--- config.mk ---
export PLATFORM = sky130hd
export DESIGN_NAME = prc_stage
export DESIGN_NICKNAME = d
export VERILOG_FILES = /design/src/rtl/prc_pkg.sv /design/src/rtl/prc_stage.sv
export SDC_FILE = /design/constraint.sdc
export NUM_CORES = 1
export LEC_CHECK = 0
export ABC_CLOCK_PERIOD_IN_PS = 1100
export BUFFER_PORTS_ARGS = -buffer_cell sky130_fd_sc_hd__buf_4
export CORE_UTILIZATION = 34
export CTS_BUF_LIST = sky130_fd_sc_hd__clkbuf_4
export DETAILED_ROUTE_END_ITERATION = 12
export PLACE_DENSITY_LB_ADDON = 0.3
export REMOVE_ABC_BUFFERS = 1
export SLEW_MARGIN = 20
export SYNTH_ARGS = -nofsm -noshare
export SYNTH_HDL_FRONTEND = slang
export SYNTH_SLANG_ARGS = --single-unit
--- constraint.sdc ---
create_clock -name clk -period 1.1 [get_ports clk]
set_clock_uncertainty 0.05 [all_clocks]
set_input_delay 0.22 -clock clk [delete_from_list [all_inputs] [get_ports clk]]
set_output_delay 0.22 -clock clk [all_outputs]
set_load 0.05 [all_outputs]
--- src/rtl/prc_pkg.sv ---
// Package: constants, types and the arctangent table of the polar/rectangular converter.
`default_nettype none
package prc_pkg;

	// Field widths of the request and result channels.
	localparam int OPW  = 16;
	localparam int RAW  = 17;
	localparam int RBW  = 16;

	// Internal number formats.
	localparam int GUARD_BITS      = 14;
	localparam int ZSCALE_BITS     = 16;
	localparam int ANGLE_FRAC_BITS = 7;
	localparam int DW              = 32;   // x/y datapath width
	localparam int ZW              = 26;   // angle accumulator width, 1/65536 degree
	localparam int TW              = OPW + 1;   // wrapped input angle width
	localparam int TABLE_LEN       = 24;
	localparam int CORDIC_STEPS_DEF = 16;

	// Gain compensation, Q30, and the rounding that follows it.
	localparam int GAINW       = 31;
	localparam int PW          = DW + GAINW;
	localparam int ROUND_SHIFT = 30 + GUARD_BITS;
	localparam int RW          = PW - ROUND_SHIFT;
	localparam int ZSHIFT      = ZSCALE_BITS - ANGLE_FRAC_BITS;
	localparam int AW          = ZW - ZSHIFT;

	localparam logic signed [GAINW-1:0] GAIN_Q30    = GAINW'(652032874);
	localparam logic signed [ZW-1:0]    QUARTER_Z   = ZW'(90 * 65536);
	localparam logic signed [TW-1:0]    HALF_TURN   = TW'(180 << ANGLE_FRAC_BITS);
	localparam logic signed [TW-1:0]    FULL_TURN   = TW'(360 << ANGLE_FRAC_BITS);
	localparam int                      MAG_MAX     = 46341;

	typedef enum logic {
		REQ_TO_POLAR = 1'b0,
		REQ_TO_RECT  = 1'b1
	} req_kind_t;

	// One item in flight through the rotation stages.
	typedef struct packed {
		logic                 polar;
		logic                 origin;
		logic signed [DW-1:0] cx;
		logic signed [DW-1:0] cy;
		logic signed [ZW-1:0] z;
	} cordic_t;

	// atan(2^-i) in 1/65536 degree, rounded to nearest.
	localparam logic signed [ZW-1:0] ATAN_TABLE [TABLE_LEN] = '{
		ZW'(2949120), ZW'(1740967), ZW'(919879), ZW'(466945),
		ZW'(234379),  ZW'(117304),  ZW'(58666),  ZW'(29335),
		ZW'(14668),   ZW'(7334),    ZW'(3667),   ZW'(1833),
		ZW'(917),     ZW'(458),     ZW'(229),    ZW'(115),
		ZW'(57),      ZW'(29),      ZW'(14),     ZW'(7),
		ZW'(4),       ZW'(2),       ZW'(1),      ZW'(0)
	};

endpackage
`default_nettype wire

--- src/rtl/prc_stage.sv ---
// One registered CORDIC micro-rotation for both vectoring and rotation modes.
`default_nettype none
module prc_stage #(
	parameter int STEP = 0
) (
	input  wire logic             clk,
	input  wire logic             arst_n,
	input  wire logic             en,
	input  wire logic             in_valid,
	input  wire prc_pkg::cordic_t in_data,
	output logic                  out_valid,
	output prc_pkg::cordic_t      out_data
);
	import prc_pkg::*;

	logic                 valid_s1;
	cordic_t              data_s1;
	cordic_t              nxt;
	logic signed [DW-1:0] sx;
	logic signed [DW-1:0] sy;
	logic                 rot_pos;

	always_comb begin
		sx  = in_data.cx >>> STEP;
		sy  = in_data.cy >>> STEP;
		// Vectoring drives y toward zero, rotation drives z toward zero.
		rot_pos = in_data.polar ? in_data.cy[DW-1] : !in_data.z[ZW-1];
		nxt = in_data;
		if (rot_pos) begin
			nxt.cx = in_data.cx - sy;
			nxt.cy = in_data.cy + sx;
			nxt.z  = in_data.z - ATAN_TABLE[STEP];
		end else begin
			nxt.cx = in_data.cx + sy;
			nxt.cy = in_data.cy - sx;
			nxt.z  = in_data.z + ATAN_TABLE[STEP];
		end
	end

	always_ff @(posedge clk or negedge arst_n) begin
		if (!arst_n) begin
			valid_s1 <= 1'b0;
		end else if (en) begin
			valid_s1 <= in_valid;
		end
	end

	always_ff @(posedge clk) begin
		if (en) begin
			data_s1 <= nxt;
		end
	end

	assign out_valid = valid_s1;
	assign out_data  = data_s1;

endmodule
`default_nettype wire

After elaboration in Yosys (flattened, before gate mapping)
Cells that the tools add are included.
{"block": "classes", "add_sub_neg": 5, "n_reduce_logical": 1, "mux": 2}
{"operator": "$mux 90", "count": 1}
{"operator": "$sub 32x32->32", "count": 2}
{"operator": "$add 32x32->32", "count": 1}
{"operator": "$add 26x23->26 const B", "count": 1}
{"operator": "$sub 26x23->26 const B", "count": 1}
{"operator": "$logic_not 1->1", "count": 1}
{"operator": "$mux 1", "count": 1}
{"block": "totals", "out_inout_bits": 93, "wordCells": 14, "register_bits": 93}

Longest topological paths before layout
{"block": "depth", "ltp_word": 3, "ltp_mapped": 14}

Worst setup path after synthesis
Ideal clock, no wire load.
{"block": "synth_path", "path_kind": "input-to-reg", "from": "input port in_data[91] (netlist bit)", "to": "register data_s1, in the netlist out_data[25] (data pin)", "path_slack_ns": -1.804, "required_ns": 0.792, "setup_ns": 0.258, "t_arrival_ns": 2.596, "cell_stages": 13, "cell_sequence": "nor2b_1 > or2_1 > clkbuf_1 > inv_2 > clkbuf_1 > clkbuf_1 > ha_1 > a31oi_1 > o21ai_1 > a31oi_1 > o21bai_1 > a21oi_1 > xnor2_1"}
{"element": "from (decl)", "line_no": "prc_stage.sv:10", "text": "input wire prc_pkg::cordic_t in_data,"}
{"element": "to (signal assigned)", "line_no": "prc_stage.sv:50", "text": "data_s1 <= nxt;"}
{"element": "to (decl)", "line_no": "prc_stage.sv:17", "text": "cordic_t data_s1;"}

==> results.toml <==
[outcome]
violated_checks = "setup timing"
status = "finished, violations left"

[worst_setup_path]
timing.critical_path.arrival_ns = 2.67
timing.critical_path.required_ns = 1.31
crit_type = "in2reg"
startpoint_type = "primary input"
crit_fanout = 3
setup.worst_path.end_class = "register"

[route]
drt_met1_wl_mm = 15.1
routed_via_density = 5.22
post-route-drc-count = 0
wire_per_inst_um = 18.6
met2_length_mm = 17.1
routed-via-count = 9931
routed-wl-met3_mm = 2.11
dr.first_iter.drc_count = 666
finalWirelength_mm = 35.3
ant_nets = 0
drt_first_pass_iters = 5
top_layer = "met4"

[floorplanning]
design.core.area_um2 = 25300
area_enclosed_by_the_die_boundary_um2 = 26500
floorplan.die.width_um = 163
die_h_um = 163
pin_count = 189
num_rows = 58
start_util_pct = 34.8

[timing]
drv_slew = 0
tns_setup_ns = -76.75
fmaxAchievable_mhz = 405
final_hold_viol_count = 0
slew_headroom_pct = 62.1
fin_ws_ns = -1.37
rsz0062_at_grt = "true"
layout_worst_path_cycle_share_pct = 224
setup_viol = 162
max_slew.worst_pin.slew_ns = 0.564
finalWorstPathRequiredPeriod_ns = 2.47

[logic_synthesis]
mappedNetlistArea_um2 = 8780
synth_sequential_area_ratio_pct = 31.4
most_common_cell_in_the_synthesized_netlist = "a21oi_1"
ys.warnings.count = 0
synth_top_cell_by_area = "edfxtp_1"
most_frequent_cells_after_synthesis = "a21oi_1 (109), ha_1 (108), edfxtp_1 (91)"
synth_area_per_cell_um2 = 8.92
count_of_flip_flops_with_a_built_in_enable_after_synthesis = 91
synth_top_cells_by_area = "edfxtp_1 (31%), ha_1 (15%), xnor2_1 (6.6%)"
postSynth.asyncResetShare_pct = 1.09
post_synth_inst_count = 984
netlist.area_leader.share_pct = 31.1
ys_dominant_reg_cell = "edfxtp_1"
postSynthRegisterBits = 92
post_synth_num_cell_types = 82

[cells_and_area]
layout-drive-gt1-share_pct = 56.9
finalInstanceArea_um2 = 16400
flow.area_growth_from_synthesis_pct = 87.0
layout.nets = 1776
fillCellCount = 1915
core_occupancy_in_the_finished_layout_pct = 65.0

[global_route]
initial_antenna_violation_count = 1
grt_pass1_wl_mm = 51.0
grt_max_degree = 31
groute.usage.overall_pct = 24.8
overflow = 0
first_global_vias = 9784

[cts]
htree_num_levels = 3
clk_pin_slew_ns = 0.18
tritoncts = "done"
clk_path_buf_depth = 2
cts_made_buffers = 9
cts_sinks = 92
clk-insertion-delay-late_ns = 0.49
clock-root-buffer = "clkbuf_4"

[placed_design]
routabilityCongestion = 0.927
place_hpwl_mm = 24.5
place_area_um2 = 12900
pre_cts_slack_ns = -1.95
port-buffer-count = 188

[power_and_ir_drop]
ir_worst_vdd_mv = 0.857
p_leak_nw = 7.18
power_per_cell_area_nw_per_um2 = 1090

[min_path]
hp-class = "in2reg"

[flow_run]
cap_viol_max_count = 0
## final cells by class
| type | count | area (um2) | area share, % |
|---|---|---|---|
| multi-input combinational | 752 | 7090 | 43.2 |
| clock buffer | 9 | 67.6 | 0.412 |
| clock inverter | 6 | 65.1 | 0.396 |
| timing repair buffer | 618 | 5590 | 34.1 |
| inverter | 96 | 418 | 2.55 |
| sequential | 92 | 2760 | 16.8 |
| tap | 330 | 413 | 2.52 |
| antenna | 1 | 2.50 | 0.0152 |
## through the flow
step,power [mW],hold WS [ns],cells
global route,18.7,0.0126,1904
CTS,17.1,-0.00898,1873
finish,17.9,0.0349,1904
floorplan,9.62,-0.126,940
global placement,13.2,-0.0551,1792
detailed placement,13.3,-0.0541,1792
## flip-flops by register name (all words and copies together) (netlist names)
name	cells
out_data	91
out_valid	1
## critical path: stages
cell      delay (ns)
buf_12          0.09
inv_6           0.03
ha_4            0.16
fa_2            0.38
nor2b_2         0.17
o211ai_1        0.14
a21boi_1        0.23
buf_4           0.20
o22ai_4         0.08
o31a_1          0.29
buf_4           0.15
nor2_1          0.11
a21oi_2         0.07
xnor2_1         0.35
## cells in the final DEF, fill, tap and decap left out, types with 7 or more instances in the layout
cell type	count
o21ai_2	23
o21a_1	10
o21ai_0	26
clkbuf_4	9
nand4_1	7
a21oi_2	41
or3_1	8
nor3_1	10
edfxtp_1	91
o211ai_1	9
a31oi_4	7
buf_6	149
buf_4	422
nor2_2	11
nor2_1	66
dlygate4sd3_1	21
buf_12	13
o31ai_1	7
a21oi_1	64
o21ai_4	10
nand2_1	42
nor3_2	7
a31oi_1	7
xnor2_2	7
mux2i_1	9
ha_2	10
a21o_1	17
ha_1	71
inv_4	9
inv_1	68
ha_4	27
o21ai_1	19
xnor2_1	59
inv_2	11
nor2_4	9
xor2_1	7
nor2b_4	8
nand3_1	12
a21oi_4	11
## metal layers
metal,vias to the layer above,track usage (%)
met4,0,8.24
met1,4795,32.5
met3,81,3.77
li1,4693,-
met5,-,0
met2,362,41.5
## cell families (layout without fill, tap and decap cells)
| logic type | count (synthesis) | after routing | synth area share, % |
|---|---|---|---|
| AOI/OAI and AO/OA | 321 | 321 | 24.4 |
| and+or+nand+nor | 233 | 233 | 12.5 |
| buffers and inverters | 140 | 729 | 6.73 |
| adders and majority gates | 111 | 111 | 16.1 |
| DFF | 92 | 92 | 31.4 |
| xor gates and xnor gates | 73 | 73 | 7.29 |
| muxes | 14 | 14 | 1.61 |
| other | 0 | 1 | 0 |
## final timing paths
check,startpoint,slack (ns),cells after the start,endpoint
min in group asynchronous,arst_n,0.52,3,out_valid$_DFFE_PN0P_
max reg2reg,out_valid$_DFFE_PN0P_,0.28,1,out_valid$_DFFE_PN0P_
max,in_data[58],-1.37,14,out_data[74]$_DFFE_PP_
max in group asynchronous,arst_n,0.38,3,out_valid$_DFFE_PN0P_
min,in_data[16],0.03,2,out_data[17]$_DFFE_PP_
min reg2reg,out_valid$_DFFE_PN0P_,0.51,1,out_valid$_DFFE_PN0P_
## what timing repair did
item | CTS | global route
resized for setup | 443 | 129
setup buffers | 46 | 34
hold endpoints to repair | 21 | 0
endpoints found under the setup margin | 163 | 163
cloned | 3 | 3
hold buffers | 21 | 0
pin swaps | 154 | 116
## power breakdown
group	internal, mW	total [mW]	leakage [nW]	switching [mW]
logic	4.99	11.0	6.21	6.05
clock network	0.686	1.96	0.0690	1.27
registers	4.61	4.90	0.902	0.292
total	10.3	17.9	7.18	7.61
Note: power is estimated with default switching activity, not from simulation.
