### src/rtl/prc_pkg.sv
// Package: constants, types and the arctangent table of the polar/rectangular converter.
`default_nettype none
package prc_pkg;

	// Field widths of the request and result channels.
	localparam int OPW  = 16;
	localparam int RAW  = 17;
	localparam int RBW  = 16;

	// Internal number formats.
	localparam int GUARD_BITS      = 14;
	localparam int ZSCALE_BITS     = 16;
	localparam int ANGLE_FRAC_BITS = 7;
	localparam int DW              = 32;   // x/y datapath width
	localparam int ZW              = 26;   // angle accumulator width, 1/65536 degree
	localparam int TW              = OPW + 1;   // wrapped input angle width
	localparam int TABLE_LEN       = 24;
	localparam int CORDIC_STEPS_DEF = 16;

	// Gain compensation, Q30, and the rounding that follows it.
	localparam int GAINW       = 31;
	localparam int PW          = DW + GAINW;
	localparam int ROUND_SHIFT = 30 + GUARD_BITS;
	localparam int RW          = PW - ROUND_SHIFT;
	localparam int ZSHIFT      = ZSCALE_BITS - ANGLE_FRAC_BITS;
	localparam int AW          = ZW - ZSHIFT;

	localparam logic signed [GAINW-1:0] GAIN_Q30    = GAINW'(652032874);
	localparam logic signed [ZW-1:0]    QUARTER_Z   = ZW'(90 * 65536);
	localparam logic signed [TW-1:0]    HALF_TURN   = TW'(180 << ANGLE_FRAC_BITS);
	localparam logic signed [TW-1:0]    FULL_TURN   = TW'(360 << ANGLE_FRAC_BITS);
	localparam int                      MAG_MAX     = 46341;

	typedef enum logic {
		REQ_TO_POLAR = 1'b0,
		REQ_TO_RECT  = 1'b1
	} req_kind_t;

	// One item in flight through the rotation stages.
	typedef struct packed {
		logic                 polar;
		logic                 origin;
		logic signed [DW-1:0] cx;
		logic signed [DW-1:0] cy;
		logic signed [ZW-1:0] z;
	} cordic_t;

	// atan(2^-i) in 1/65536 degree, rounded to nearest.
	localparam logic signed [ZW-1:0] ATAN_TABLE [TABLE_LEN] = '{
		ZW'(2949120), ZW'(1740967), ZW'(919879), ZW'(466945),
		ZW'(234379),  ZW'(117304),  ZW'(58666),  ZW'(29335),
		ZW'(14668),   ZW'(7334),    ZW'(3667),   ZW'(1833),
		ZW'(917),     ZW'(458),     ZW'(229),    ZW'(115),
		ZW'(57),      ZW'(29),      ZW'(14),     ZW'(7),
		ZW'(4),       ZW'(2),       ZW'(1),      ZW'(0)
	};

endpackage
`default_nettype wire

### src/rtl/prc_pre.sv
// Input stage: scales operands, wraps the angle and applies the quarter-turn pre-rotation.
`default_nettype none
module prc_pre (
	input  wire logic                       clk,
	input  wire logic                       arst_n,
	input  wire logic                       en,
	input  wire logic                       in_valid,
	input  wire logic                       req_type,
	input  wire logic signed [prc_pkg::OPW-1:0] operand_a,
	input  wire logic signed [prc_pkg::OPW-1:0] operand_b,
	output logic                            out_valid,
	output prc_pkg::cordic_t                out_data
);
	import prc_pkg::*;

	logic                 valid_s1;
	cordic_t              data_s1;
	cordic_t              nxt;
	logic signed [DW-1:0] ax;
	logic signed [DW-1:0] bx;
	logic signed [TW-1:0] t;
	logic signed [ZW-1:0] zt;

	always_comb begin
		ax  = DW'(operand_a) <<< GUARD_BITS;
		bx  = DW'(operand_b) <<< GUARD_BITS;
		t   = TW'(operand_b);
		zt  = '0;
		nxt = '0;
		if (req_kind_t'(req_type) == REQ_TO_POLAR) begin
			nxt.polar  = 1'b1;
			nxt.origin = (operand_a == '0) && (operand_b == '0);
			if (ax < 0) begin
				if (bx >= 0) begin
					nxt.cx = bx;
					nxt.cy = -ax;
					nxt.z  = QUARTER_Z;
				end else begin
					nxt.cx = -bx;
					nxt.cy = ax;
					nxt.z  = -QUARTER_Z;
				end
			end else begin
				nxt.cx = ax;
				nxt.cy = bx;
			end
		end else begin
			// Bring the angle into (-180, +180] degrees.
			if (t > HALF_TURN) begin
				t = t - FULL_TURN;
			end else if (t <= -HALF_TURN) begin
				t = t + FULL_TURN;
			end
			zt = ZW'(t) <<< ZSHIFT;
			if (zt > QUARTER_Z) begin
				nxt.cy = ax;
				nxt.z  = zt - QUARTER_Z;
			end else if (zt < -QUARTER_Z) begin
				nxt.cy = -ax;
				nxt.z  = zt + QUARTER_Z;
			end else begin
				nxt.cx = ax;
				nxt.z  = zt;
			end
		end
	end

	always_ff @(posedge clk or negedge arst_n) begin
		if (!arst_n) begin
			valid_s1 <= 1'b0;
		end else if (en) begin
			valid_s1 <= in_valid;
		end
	end

	always_ff @(posedge clk) begin
		if (en) begin
			data_s1 <= nxt;
		end
	end

	assign out_valid = valid_s1;
	assign out_data  = data_s1;

endmodule
`default_nettype wire

### config.mk
export PLATFORM = sky130hd
export DESIGN_NAME = prc_pre
export DESIGN_NICKNAME = d
export VERILOG_FILES = /design/src/rtl/prc_pkg.sv /design/src/rtl/prc_pre.sv
export SDC_FILE = /design/constraint.sdc
export NUM_CORES = 1
export LEC_CHECK = 0
export BUFFER_PORTS_ARGS = -buffer_cell sky130_fd_sc_hd__buf_2
export CORE_MARGIN = 8
export CORE_UTILIZATION = 55
export CTS_BUF_LIST = sky130_fd_sc_hd__clkbuf_8
export CTS_CLUSTER_DIAMETER = 150
export DETAILED_ROUTE_END_ITERATION = 6
export GPL_TIMING_DRIVEN = 0
export PLACE_DENSITY_LB_ADDON = 0.08
export SKIP_CTS_REPAIR_TIMING = 1
export SYNTH_ARGS = -nofsm -noshare
export SYNTH_HDL_FRONTEND = slang
export SYNTH_SLANG_ARGS = --single-unit
export TNS_END_PERCENT = 1
### constraint.sdc
create_clock -name clk -period 0.85 [get_ports clk]
set_input_delay 0.085 -clock clk [delete_from_list [all_inputs] [get_ports clk]]
set_output_delay 0.085 -clock clk [all_outputs]
set_load 0.005 [all_outputs]
* After elaboration in Yosys (flattened, before gate mapping)
Cells that the tools add are included.
** Storage, ports and cells
- Register bits after elaboration :: 93
- Logic and storage cells :: 34
** Cells by class
- Add/subtract/negate cells :: 6
- Magnitude comparators :: 6
- Mux-type cells :: 13
- Reductions and logical operators :: 3
** Operators by type and width (number)
- 2-to-1 mux 90 bit :: 2
- 2-to-1 mux 32 bit :: 3
- 2-to-1 mux 64 bit :: 1
- negation 30 -> 32 bit :: 2
- 2-to-1 mux 58 bit :: 1
- 2-to-1 mux 26 bit :: 2
- 2-to-1 mux 17 bit :: 3
- logical NOT 16 bit :: 2
- >= comparator 30 x 1 -> 1 bit (second input constant) :: 1
- less-than comparator 30 x 1 -> 1 bit (second input constant) :: 1
- adder 26 x 24 -> 26 bit (second input constant) :: 1
- greater-than comparator 26 x 24 -> 1 bit (second input constant) :: 1
- less-than comparator 26 x 24 -> 1 bit (second input constant) :: 1
- subtractor 26 x 24 -> 26 bit (second input constant) :: 1
- adder 16 x 17 -> 17 bit (second input constant) :: 1
- subtractor 16 x 17 -> 17 bit (second input constant) :: 1
- greater-than comparator 16 bit (second input constant) :: 1
- less-or-equal comparator 16 bit (second input constant) :: 1
- 2-to-1 mux 2 bit :: 1
- logical AND 1 bit :: 1

* Longest topological paths before layout
- Depth in word-level cells :: 8
- Gate-level depth with buffers :: 13

* Worst setup path before layout
Ideal clock, no wire load.
- Path kind :: input-to-reg
- Start point :: input port operand_b[11] in the netlist's numbering
- End point :: register data_s1 (netlist bit out_data[20]) (data pin)
- Library setup time :: 0.276 ns
- Arrival time :: 2.711 ns
- Required time :: 0.574 ns
- Setup slack :: -2.137 ns
- Cell stages on the path :: 13
- Path buffers :: 3
- Path through :: buf_2 -> inv_1 -> ha_1 -> a211o_1 -> a21o_1 -> a221o_1 -> a221oi_4 -> o21ai_2 -> or2_1 -> buf_6 -> buf_6 -> o2111ai_1 -> o221ai_1
** RTL lines
- start: declaration :: line prc_pre.sv:10 : input wire logic signed [prc_pkg::OPW-1:0] operand_b,
- end signal: assignment :: line prc_pre.sv:78 : data_s1 <= nxt;
- end: declaration :: line prc_pre.sv:17 : cordic_t data_s1;

==> out/summary.txt <==
Grt ovf -> 0
Die Ht -> 110 µm
Chip width -> 110 µm
Nets@finish -> 767
Crit-path cells -> buf_8 > buf_12 > inv_8 > ha_4 > a211o_1 > a21o_4 > a2111o_1 > o211ai_1 > buf_4 > a2111oi_4 > buf_4 > or2_1 > buf_6 > buf_12 > o2111ai_4 > o221ai_2
Clock Power Share -> 0.197
Final hold vios -> 0
Yosys reg bits -> 56
Clock sink count -> 56
CP endpoint kind -> register
Setup slack after layout -> -1920 ps
Number of routed nets with antenna violations -> 0
Switch share -> 0.346
YS warnings -> 0
Worst path bufs/invs -> 7
Synth Instances -> 569
ANT cells -> 0
Worst-Skew Late Latency -> 310 ps
CTS Buffer Depth -> 2
Core box area -> 0.00864 mm²
Routed vias/inst -> 6.45
I/O Buffers -> 81
CTS tree -> done
CP top delay family -> compound AO/OA/AOI/OAI gates
Die Area -> 0.0121 mm²
Vias in the first global route -> 4954
Max Fanout on Critical Path -> 7
Placed wire-length estimate -> 12300 µm
Least-Margin Pin Slew -> 812 ps
Final hold slack -> 12.8 ps
Failing checks -> setup timing
Initial Utilization -> 0.561
Cell internal pwr -> 5.18 mW
First-pass GRT wire length -> 25500 µm
DRC violation count after routing -> 0
Reg power frac -> 0.435
Area share of the largest cell type after synthesis -> 0.341
CTS Root Cell -> clkbuf_8
Leak -> 2.50 nW
Slowest stage cell, crit path -> a2111o_1
Comb pwr share -> 0.368
Area Overhead vs Synth -> 27.0%
Skew final -> 0 ps
Via count -> 5337
Fin area -> 0.00616 mm²
Placed cells -> 794
Status -> complete, but fails checks
PwrDens -> 1290 mW/mm²
Fraction of registers with async set/reset -> 0.0179
GR Util All Layers -> 0.266
Post-synth top area cell -> edfxtp_1
Total power -> 7.93 mW
RSZ-0062 raised after global routing -> yes
Row Count -> 34
WL final -> 17000 µm
Fill count -> 724
Fin crit share -> 3.26
Hold/Removal Path Class -> in2reg
GP Congestion -> 0.947
Detailed Route Iter0 Violations -> 701
Slew headroom -> 0.459
Setup CP Type -> in2reg
Largest net degree at the start of global routing -> 57
VDD IR max -> 0.000631 V
CP required -> 900 ps
TritonRoute pass-1 iters -> 5
Seq/Total Area, Yosys -> 0.346
Antenna violations before repair -> 0
Layout cells sized above 1 -> 0.284
NetSw -> 2.75 mW
Worst EP arrival -> 2820 ps
Synth Cell Area -> 0.00485 mm²
Final setup vio count -> 109
Post-synthesis cell type count -> 76
Pins Over Slew Limit -> 0
Most common flop cell mapped by yosys -> edfxtp_1
Routed len/inst -> 20.5 µm
Post-synth EDFFs -> 55
Max cap viols -> 0
Minimum clock period -> 2770 ps
Startpoint Class -> input pin
Avg Cell Area, Syn -> 8.52 µm²
Area after DPL -> 0.00558 mm²
Max Fclk -> 361 MHz
Clock-pin slew on the worst setup and hold paths -> 110 ps
H-tree levels -> 2
Num CTS Buffers -> 5
# IOs -> 130
Max incr delay on CP -> 450 ps
Non-Filler Instances -> 827
Synth top area cells -> edfxtp_1 (34%), buf_4 (5.7%), nand2_1 (5.1%)
[metrics by stage]
stage                     setup WS, ps  setup TNS, ps  utilization
after floorplan                  -1990         -83420            -
after global placement           -2950        -158050        0.646
after detailed placement         -2940        -166870        0.646
after CTS                        -2610        -133120        0.657
after global routing             -1970         -91630        0.713
final                            -1920         -85730        0.713
[cell families after synthesis]
| logic type | after synthesis | share of synthesized area |
|---|---|---|
| buffers and inverters | 96 | 0.111 |
| adders and majority gates | 12 | 0.0310 |
| muxes | 4 | 0.00852 |
| and+or+nand+nor | 218 | 0.231 |
| AOI/OAI and AO/OA | 161 | 0.235 |
| xor gates and xnor gates | 21 | 0.0379 |
| DFF | 56 | 0.346 |
| other | 1 | 0.000773 |
[final cells by class]
class / count / area [µm²] / area share
sequential: 56 / 1680 / 0.272
buffer: 83 / 559 / 0.0908
multi-input combinational: 453 / 3000 / 0.486
clock inverter: 3 / 22.5 / 0.00366
timing repair buffer: 106 / 641 / 0.104
clock buffer: 5 / 68.8 / 0.0112
tap: 108 / 135 / 0.0219
inverter: 13 / 60.1 / 0.00975
[registers in the layout, indices dropped and copies added (netlist names)]
name,count
out_valid,1
out_data,55
[path summary, 6_finish.rpt]
path,cells after the start,endpoint,start,slack (ps)
min in group asynchronous,2,out_valid$_DFFE_PN0P_,arst_n,70
min,2,out_valid$_DFFE_PN0P_,in_valid,10
max in group asynchronous,2,out_valid$_DFFE_PN0P_,arst_n,700
min reg2reg,1,out_valid$_DFFE_PN0P_,out_valid$_DFFE_PN0P_,520
max,16,out_data[20]$_DFFE_PP_,operand_b[11],-1920
max reg2reg,1,out_valid$_DFFE_PN0P_,out_valid$_DFFE_PN0P_,100
[synth_stat cells, types with 3 or more instances]
| cell type | count |
|---|---|
| nand2_1 | 66 |
| nand2b_1 | 3 |
| ha_1 | 12 |
| a32o_1 | 3 |
| nor2b_1 | 5 |
| and2_1 | 8 |
| nor3_1 | 22 |
| o31ai_1 | 8 |
| nand4_1 | 10 |
| mux2i_1 | 3 |
| xnor2_1 | 13 |
| o22ai_1 | 13 |
| nor2_1 | 45 |
| a21o_1 | 3 |
| a221o_1 | 4 |
| and3_1 | 5 |
| a211o_1 | 3 |
| nand4b_1 | 3 |
| o21a_1 | 3 |
| xor2_1 | 8 |
| nand3_1 | 20 |
| o221ai_1 | 9 |
| edfxtp_1 | 55 |
| clkbuf_1 | 34 |
| a21oi_1 | 21 |
| buf_4 | 37 |
| and4b_1 | 3 |
| o211ai_1 | 13 |
| o21ai_0 | 36 |
| inv_1 | 12 |
| buf_2 | 5 |
| a211oi_1 | 7 |
| or4_1 | 4 |
| or3_1 | 9 |
| a31oi_1 | 9 |
| buf_6 | 4 |
[cell usage in the layout, fill, tap and decap left out, types with 4 or more instances in the layout]
master,count
and3_1,4
nor3_1,21
clkbuf_8,5
buf_2,78
xnor2_1,13
buf_4,59
and2_1,8
o22ai_1,13
clkbuf_1,28
inv_1,9
o211ai_1,13
a211oi_1,6
nand2_1,66
conb_1,37
xor2_1,8
nand4_1,10
o221ai_1,8
or3_1,8
nor2b_1,5
ha_1,10
buf_6,9
nand3_1,18
a221o_1,4
o21ai_0,34
a21oi_1,18
o31ai_1,8
or4_1,4
nor2_1,45
edfxtp_1,55
a31oi_1,8
[power groups by stage]
stage | clock network, mW | logic, mW | registers (mW)
6_report | 1.57 | 2.92 | 3.45
3_5_place_dp | 0 | 2.49 | 3.52
4_1_cts | 1.55 | 2.49 | 3.46
2_1_floorplan | 0 | 1.49 | 3.57
3_3_place_gp | 0 | 2.44 | 3.50
5_1_grt | 1.65 | 3.11 | 3.48
[metal layers]
metal | vias to the layer above | track usage | wire [µm]
met3 | 71 | 0.0580 | 2250
li1 | 2370 | - | -
met4 | 0 | 0.126 | 669
met1 | 2433 | 0.348 | 6360
met2 | 463 | 0.408 | 7700
met5 | - | 0 | 0
(Power assumes the default switching activity.)
