## config.mk

```make
export PLATFORM = sky130hd
export DESIGN_NAME = prc_post_flat
export DESIGN_NICKNAME = d
export VERILOG_FILES = /design/src/rtl/prc_pkg.sv /design/src/rtl/prc_res_if.sv /design/src/rtl/prc_post.sv /design/src/flat_wrapper.sv
export SDC_FILE = /design/constraint.sdc
export NUM_CORES = 2
export LEC_CHECK = 0
export ABC_CLOCK_PERIOD_IN_PS = 3900
export BUFFER_PORTS_ARGS = -buffer_cell sky130_fd_sc_hd__buf_2
export CAP_MARGIN = 30
export CORE_MARGIN = 5
export CORE_UTILIZATION = 46
export CTS_CLUSTER_DIAMETER = 150
export DETAILED_ROUTE_END_ITERATION = 6
export PLACE_DENSITY_LB_ADDON = 0.25
export SLEW_MARGIN = 30
export SYNTH_ARGS = -nofsm -noshare
export SYNTH_HDL_FRONTEND = slang
export SYNTH_SLANG_ARGS = --single-unit
export TNS_END_PERCENT = 5
```

## constraint.sdc

```tcl
create_clock -name clk -period 3.9 [get_ports clk]
set_input_delay 0.195 -clock clk [delete_from_list [all_inputs] [get_ports clk]]
set_output_delay 0.195 -clock clk [all_outputs]
set_load 0.05 [all_outputs]
```

## src/rtl/prc_pkg.sv

```systemverilog
// Package: constants, types and the arctangent table of the polar/rectangular converter.
`default_nettype none
package prc_pkg;

	// Field widths of the request and result channels.
	localparam int OPW  = 16;
	localparam int RAW  = 17;
	localparam int RBW  = 16;

	// Internal number formats.
	localparam int GUARD_BITS      = 14;
	localparam int ZSCALE_BITS     = 16;
	localparam int ANGLE_FRAC_BITS = 7;
	localparam int DW              = 32;   // x/y datapath width
	localparam int ZW              = 26;   // angle accumulator width, 1/65536 degree
	localparam int TW              = OPW + 1;   // wrapped input angle width
	localparam int TABLE_LEN       = 24;
	localparam int CORDIC_STEPS_DEF = 16;

	// Gain compensation, Q30, and the rounding that follows it.
	localparam int GAINW       = 31;
	localparam int PW          = DW + GAINW;
	localparam int ROUND_SHIFT = 30 + GUARD_BITS;
	localparam int RW          = PW - ROUND_SHIFT;
	localparam int ZSHIFT      = ZSCALE_BITS - ANGLE_FRAC_BITS;
	localparam int AW          = ZW - ZSHIFT;

	localparam logic signed [GAINW-1:0] GAIN_Q30    = GAINW'(652032874);
	localparam logic signed [ZW-1:0]    QUARTER_Z   = ZW'(90 * 65536);
	localparam logic signed [TW-1:0]    HALF_TURN   = TW'(180 << ANGLE_FRAC_BITS);
	localparam logic signed [TW-1:0]    FULL_TURN   = TW'(360 << ANGLE_FRAC_BITS);
	localparam int                      MAG_MAX     = 46341;

	typedef enum logic {
		REQ_TO_POLAR = 1'b0,
		REQ_TO_RECT  = 1'b1
	} req_kind_t;

	// One item in flight through the rotation stages.
	typedef struct packed {
		logic                 polar;
		logic                 origin;
		logic signed [DW-1:0] cx;
		logic signed [DW-1:0] cy;
		logic signed [ZW-1:0] z;
	} cordic_t;

	// atan(2^-i) in 1/65536 degree, rounded to nearest.
	localparam logic signed [ZW-1:0] ATAN_TABLE [TABLE_LEN] = '{
		ZW'(2949120), ZW'(1740967), ZW'(919879), ZW'(466945),
		ZW'(234379),  ZW'(117304),  ZW'(58666),  ZW'(29335),
		ZW'(14668),   ZW'(7334),    ZW'(3667),   ZW'(1833),
		ZW'(917),     ZW'(458),     ZW'(229),    ZW'(115),
		ZW'(57),      ZW'(29),      ZW'(14),     ZW'(7),
		ZW'(4),       ZW'(2),       ZW'(1),      ZW'(0)
	};

endpackage
`default_nettype wire

```

## src/rtl/prc_res_if.sv

```systemverilog
// Interface: result channel of the converter (two result fields).
`default_nettype none
interface prc_res_if;
	logic              valid;
	logic              ready;
	logic signed [16:0] result_a;
	logic signed [15:0] result_b;

	modport source (output valid, output result_a, output result_b, input ready);
	modport sink (input valid, input result_a, input result_b, output ready);
endinterface
`default_nettype wire

```

## src/rtl/prc_post.sv

```systemverilog
// Output stages: gain compensation multiply, then rounding, clamping and the result register.
`default_nettype none
module prc_post (
	input  wire logic             clk,
	input  wire logic             arst_n,
	input  wire logic             en,
	input  wire logic             in_valid,
	input  wire prc_pkg::cordic_t in_data,
	prc_res_if.source             res
);
	import prc_pkg::*;

	localparam logic signed [PW-1:0] ROUND_BIAS = PW'(64'sd1 <<< (ROUND_SHIFT - 1));
	localparam logic signed [ZW-1:0] ZBIAS      = ZW'(1 << (ZSHIFT - 1));
	localparam logic signed [RW-1:0] S16_MAX    = RW'(32767);
	localparam logic signed [RW-1:0] S16_MIN    = -RW'(32768);
	localparam logic signed [RW-1:0] MAG_TOP    = RW'(MAG_MAX);
	localparam logic signed [AW-1:0] ANG_TOP    = AW'(HALF_TURN);

	logic                 valid_s1;
	logic                 polar_s1;
	logic                 origin_s1;
	logic signed [PW-1:0] pa_s1;
	logic signed [PW-1:0] pb_s1;
	logic signed [ZW-1:0] z_s1;

	logic                  valid_s2;
	logic signed [RAW-1:0] res_a_s2;
	logic signed [RBW-1:0] res_b_s2;

	logic signed [PW-1:0]  sum_a;
	logic signed [PW-1:0]  sum_b;
	logic signed [ZW-1:0]  sum_z;
	logic signed [RW-1:0]  ra;
	logic signed [RW-1:0]  rb;
	logic signed [AW-1:0]  ang;
	logic signed [RAW-1:0] nxt_a;
	logic signed [RBW-1:0] nxt_b;

	always_ff @(posedge clk or negedge arst_n) begin
		if (!arst_n) begin
			valid_s1 <= 1'b0;
			valid_s2 <= 1'b0;
		end else if (en) begin
			valid_s1 <= in_valid;
			valid_s2 <= valid_s1;
		end
	end

	always_ff @(posedge clk) begin
		if (en) begin
			polar_s1  <= in_data.polar;
			origin_s1 <= in_data.origin;
			pa_s1     <= in_data.cx * GAIN_Q30;
			pb_s1     <= in_data.cy * GAIN_Q30;
			z_s1      <= in_data.z;
		end
	end

	always_comb begin
		sum_a = pa_s1 + ROUND_BIAS;
		sum_b = pb_s1 + ROUND_BIAS;
		sum_z = z_s1 + ZBIAS;
		ra    = sum_a[PW-1:ROUND_SHIFT];
		rb    = sum_b[PW-1:ROUND_SHIFT];
		ang   = sum_z[ZW-1:ZSHIFT];
		if (!polar_s1) begin
			if (ra > S16_MAX) begin
				nxt_a = RAW'(S16_MAX);
			end else if (ra < S16_MIN) begin
				nxt_a = RAW'(S16_MIN);
			end else begin
				nxt_a = ra[RAW-1:0];
			end
			if (rb > S16_MAX) begin
				nxt_b = RBW'(S16_MAX);
			end else if (rb < S16_MIN) begin
				nxt_b = RBW'(S16_MIN);
			end else begin
				nxt_b = rb[RBW-1:0];
			end
		end else if (origin_s1) begin
			nxt_a = '0;
			nxt_b = '0;
		end else begin
			if (ra < 0) begin
				nxt_a = '0;
			end else if (ra > MAG_TOP) begin
				nxt_a = RAW'(MAG_TOP);
			end else begin
				nxt_a = ra[RAW-1:0];
			end
			if (ang > ANG_TOP) begin
				nxt_b = RBW'(ANG_TOP);
			end else if (ang < -ANG_TOP) begin
				nxt_b = RBW'(-ANG_TOP);
			end else begin
				nxt_b = ang[RBW-1:0];
			end
		end
	end

	always_ff @(posedge clk) begin
		if (en) begin
			res_a_s2 <= nxt_a;
			res_b_s2 <= nxt_b;
		end
	end

	assign res.valid    = valid_s2;
	assign res.result_a = res_a_s2;
	assign res.result_b = res_b_s2;

endmodule
`default_nettype wire

```

## src/flat_wrapper.sv

```systemverilog
// flat-port wrapper written by rule: the top's interface ports become plain ports
module prc_post_flat import prc_pkg::*;
  (clk, arst_n, en, in_valid, in_data, res_valid, res_result_a, res_result_b, res_ready);
  prc_res_if res_i ();
  input  wire logic clk;
  input  wire logic arst_n;
  input  wire logic en;
  input  wire logic in_valid;
  input  wire prc_pkg::cordic_t in_data;
  output wire logic [$bits(res_i.valid)-1:0] res_valid;
  output wire logic [$bits(res_i.result_a)-1:0] res_result_a;
  output wire logic [$bits(res_i.result_b)-1:0] res_result_b;
  input wire logic [$bits(res_i.ready)-1:0] res_ready;
  assign res_valid = res_i.valid;
  assign res_result_a = res_i.result_a;
  assign res_result_b = res_i.result_b;
  assign res_i.ready = res_ready;
  prc_post u_core (.clk(clk), .arst_n(arst_n), .en(en), .in_valid(in_valid), .in_data(in_data), .res(res_i));
endmodule
```

---- Word-level counts from Yosys, hierarchy flattened ----
Index checks and enable logic that the tools add are counted.
cells by class
  add/sub/neg operators ................... 3
  $mul .................................... 2
  multiplexer cells ....................... 12
  magnitude comparators ................... 8
operators by type and width
  kind                                                                     number
  63-bit by 45-bit adder with 63-bit output (second input constant)        2
  32-bit by 30-bit multiplier with 62-bit output (second input constant)   2
  17-bit 2-to-1 mux                                                        6
  16-bit 2-to-1 mux                                                        6
  19-bit by 16-bit > comparator with 1-bit output (second input constant)  2
  19-bit by 16-bit < comparator with 1-bit output (second input constant)  2
  26-bit by 10-bit adder with 26-bit output (second input constant)        1
  19-bit by 17-bit > comparator with 1-bit output (second input constant)  1
  19-bit by 1-bit < comparator with 1-bit output (second input constant)   1
  17-bit by 16-bit > comparator with 1-bit output (second input constant)  1
  17-bit by 16-bit < comparator with 1-bit output (second input constant)  1
storage, ports and cells
  input bits .............................. 97
  register bits after elaboration ......... 187

---- Longest topological paths before layout ----
  depth after elaboration ................. 6
  mapped depth ............................ 30
  depth with buffers taken out ............ 29

---- Worst setup path before layout ----
Ideal clock, no wire load.
  kind .................................... input to register
  start ................................... input port in_data[57] (netlist bit)
  end ..................................... register u_core.pb_s1[62] (data pin)
  arrival time ............................ 6.718 ns
  cell stages on the path ................. 21
  path slack .............................. -3.084 ns
  required time ........................... 3.634 ns
  path through ............................ clkbuf_1 clkinv_1 o21ai_0 fa_1 fa_1 fa_1 fa_1 inv_1 fa_1 inv_1 ha_1 a21o_1 a21o_1 a21oi_1 nand2_1 a21oi_1 a21oi_1 o41ai_1 o21bai_1 a21oi_1 xnor2_1
on the way
  longest elaborated chain between the ends .. 1
ends and longest elaborated chain
  element                                         RTL line           text
  from (decl)                                     flat_wrapper.sv:9  input wire prc_pkg::cordic_t in_data;
  32-bit by 30-bit multiplier with 62-bit output  prc_post.sv:55     pb_s1 <= in_data.cy * GAIN_Q30;
  to (signal assigned)                            prc_post.sv:55
  to (decl)                                       prc_post.sv:24     logic signed [PW-1:0] pb_s1;
Every way passes these cells.
A chain may end at the register's enable or synchronous reset.

---- Worst setup path after layout ----
  start ................................... input port in_data[43] (netlist bit)
  end ..................................... register u_core.pb_s1[52] (data pin)
The elaborated chain is that of the path after synthesis.

==> out/results.txt <==
run status: finished with violations
failing checks: negative setup slack
Clk Latency, worst-skew pair: 0.35 ns
largest net degree at the start of global routing: 80
pre-CTS WS: -3.600 ns
sequential area share after synthesis: 6.799%
grt total ovfl: 0
Root Buffer Master: clkbuf_16
initial antenna violation count: 1
final setup margin: -2.772 ns
Setup crit end kind: flop
Hold Path Class: primary input to flop
CTS Buf Count: 9
critical path class: primary input to flop
unrepaired setup endpoints after global routing: true
Detailed Place HPWL: 114,900 um
nets: 6,954
total routed wirelength: 125,900 um
Die X: 311.5 um
placed cells: 6,419
ys flop type: edfxtp_1
Netlist cell types: 80
GR Util All Layers: 26.25%
Async S/R FF share, synth: 2.105%
Residual DRC: 0
P&R area growth vs syn: 27.76%
slack of the worst reg-to-reg path: 0.53 ns
share of cells above drive strength 1: 25.87%
Slew HR: 50.72%
routed wl met3: 6012 um
vias per cell: 5.009
core box area: 90,150 sq um
Starting Density: 46.38%
die area: 97,030 sq um
Finished Core Util: 59.26%
Crit Path Max Fanout: 6
first-pass GRT wire length: 197,900 um
violation count after the first detailed-route iteration: 1,883
Synth Net Count: 5,905
Synth Cell Area: 41,810 sq um
clock slew at reported path FFs: 0.07 ns
Post-synth EDFFs: 93
routed wl met2: 61,160 um
clk buf depth: 2
final cell count without fillers: 6,463
CTS H-tree lvls: 3
endpoints failing setup: 40
TritonCTS Sinks: 95
Tightest Pin Transition: 0.7392 ns
TritonCTS clock tree: built
io pins: 131
port buffer count: 121
yosys warns: 0
DRT met1 WL: 55,550 um
Clock Skew: 0.007557 ns
top layer in use: met5
Setup crit start kind: primary input
Cells after Synth: 4,233
final slew viol count: 0
number of global-route vias before repair: 34,979
final worst path period share: 171.1%
Final Hold Viols: 0
Tmin final: 6.672 ns
Vias: 32,372
Fmax: 149.9 MHz
Final GP Congestion: 0.9810
wire per inst: 19.49 um
Req. time, crit path: 4.00 ns
Yosys reg bits: 95
syn avg cell area: 9.878 sq um
max cap viols: 0
die height: 311.5 um
CP arrival: 6.78 ns
ANT cells: 0
Pre-antenna DRT Iters: 5
remaining antenna violation count: 0
row cnt: 110
## cells in the mapped netlist (15+ instances only)
master,n,area share (%)
inv_1,1319,12
fa_1,844,40
ha_1,731,22
xor2_1,170,3.6
a21oi_1,169,2.0
xnor2_1,112,2.3
nand2_1,107,0.96
a21o_1,93,1.7
edfxtp_1,93,6.7
o21ai_0,88,1.1
nor2_1,86,0.77
nand3_1,49,0.59
nor2b_1,31,0.46
nor3_1,28,0.34
clkbuf_1,27,0.24
nand4_1,23,0.34
a31oi_1,15,0.22
o221ai_1,15,0.31
## layout by cell type (no fill, tap or decap), drive strengths merged, types with 4 or more instances in the layout
| cell | count |
|---|---|
| o21a | 14 |
| a211oi | 11 |
| a21oi | 170 |
| nand2b | 14 |
| o22ai | 6 |
| o221ai | 15 |
| or2 | 6 |
| o21bai | 13 |
| a21o | 93 |
| a22oi | 7 |
| ha | 731 |
| clkinv | 4 |
| a22o | 6 |
| xnor2 | 112 |
| a21boi | 6 |
| inv | 1323 |
| clkbuf | 13 |
| o21ai | 103 |
| nand2 | 107 |
| mux2i | 5 |
| o211ai | 4 |
| a31oi | 16 |
| nand3 | 49 |
| nor2 | 87 |
| edfxtp | 93 |
| dlygate4sd3 | 14 |
| xor2 | 170 |
| o2111ai | 4 |
| nor3b | 4 |
| and4 | 7 |
| fa | 844 |
| nor4 | 13 |
| nor2b | 31 |
| and3 | 13 |
| nor3 | 30 |
| and2 | 8 |
| or3 | 9 |
| a41oi | 4 |
| nand4 | 23 |
| buf | 1057 |
## sequential cells by signal (all words and copies together) (netlist names)
register,count
u_core.pa_s1,20
u_core.pb_s1,20
u_core.z_s1,18
u_core.res.result_a,17
u_core.res.result_b,16
u_core.origin_s1,1
u_core.polar_s1,1
u_core.res.valid,1
u_core.valid_s1,1
## path summary, 6_finish.rpt
kind | startpoint | to | cells past startpoint
max | in_data[43] | u_core.pb_s1[52]$_DFFE_PP_ | 26
min reg2reg | u_core.valid_s1$_DFFE_PN0P_ | u_core.valid_s1$_DFFE_PN0P_ | 1
min in group asynchronous | arst_n | u_core.res.valid$_DFFE_PN0P_ | 2
min | in_data[12] | u_core.z_s1[12]$_DFFE_PP_ | 1
max reg2reg | u_core.pa_s1[44]$_DFFE_PP_ | u_core.res.result_a[9]$_DFFE_PP_ | 11
max in group asynchronous | arst_n | u_core.valid_s1$_DFFE_PN0P_ | 2
## repair_timing
action / CTS / global route
setup endpoints to repair: 40 / 40
hold endpoints to repair: 15 / 0
pin swaps: 95 / 39
hold buffers: 14 / 0
buffers inserted: 13 / 1
resized for setup: 204 / 78
## per-layer routing
metal  up-vias  GRT usage [%]
li1      15145              -
met1     16293          36.56
met2       777          44.82
met3       155          2.738
met4         2          5.664
met5         -              0
## stage by stage
step	setup TNS, ns	area [sq um]	hold slack (ns)
finish	-102.42	53420	0.01786
global route	-111.09	53420	0.004818
CTS	-102.66	52960	0.001310
detailed placement	-126.84	51390	-0.01910
global placement	-126.07	51390	-0.01946
floorplan	-90.62	42530	-0.1006
## cell families after synthesis
kind of cell    Yosys count  synth area share [%]
compound gates          502                 7.639
buf+inv                1359                 12.23
flops                    95                 6.799
mux                       8                0.2005
xor+xnor                282                 5.907
simple gates            411                 4.919
fa+ha+maj              1576                 62.31
## critical path: stages
cell and delay, ns:
buf_4 0.17, ha_2 0.22, xor2_1 0.19, ha_1 0.21
a21o_1 0.20, fa_1 0.54, inv_1 0.05, fa_1 0.56
inv_1 0.08, fa_1 0.50, fa_1 0.52, fa_1 0.55
inv_1 0.06, fa_1 0.50, inv_1 0.06, ha_4 0.28
and3_4 0.21, nand2_4 0.06, a2111oi_4 0.33, o41ai_4 0.18
a2111oi_4 0.37, nor3b_4 0.09, o21ai_2 0.17, a31oi_2 0.15
o21ba_1 0.20, xnor2_1 0.12
## cell type report
class,instances,area [sq um]
timing repair buffer,1075,8041
fill,7703,36730
sequential,95,2843
clock inverter,7,100.1
inverter,1322,4975
tap,1176,1471
multi-input combinational,2779,35760
clock buffer,9,225.2
Power is not shown: default switching activity piles up to over one toggle a cycle in this logic, so the estimate is an artifact.
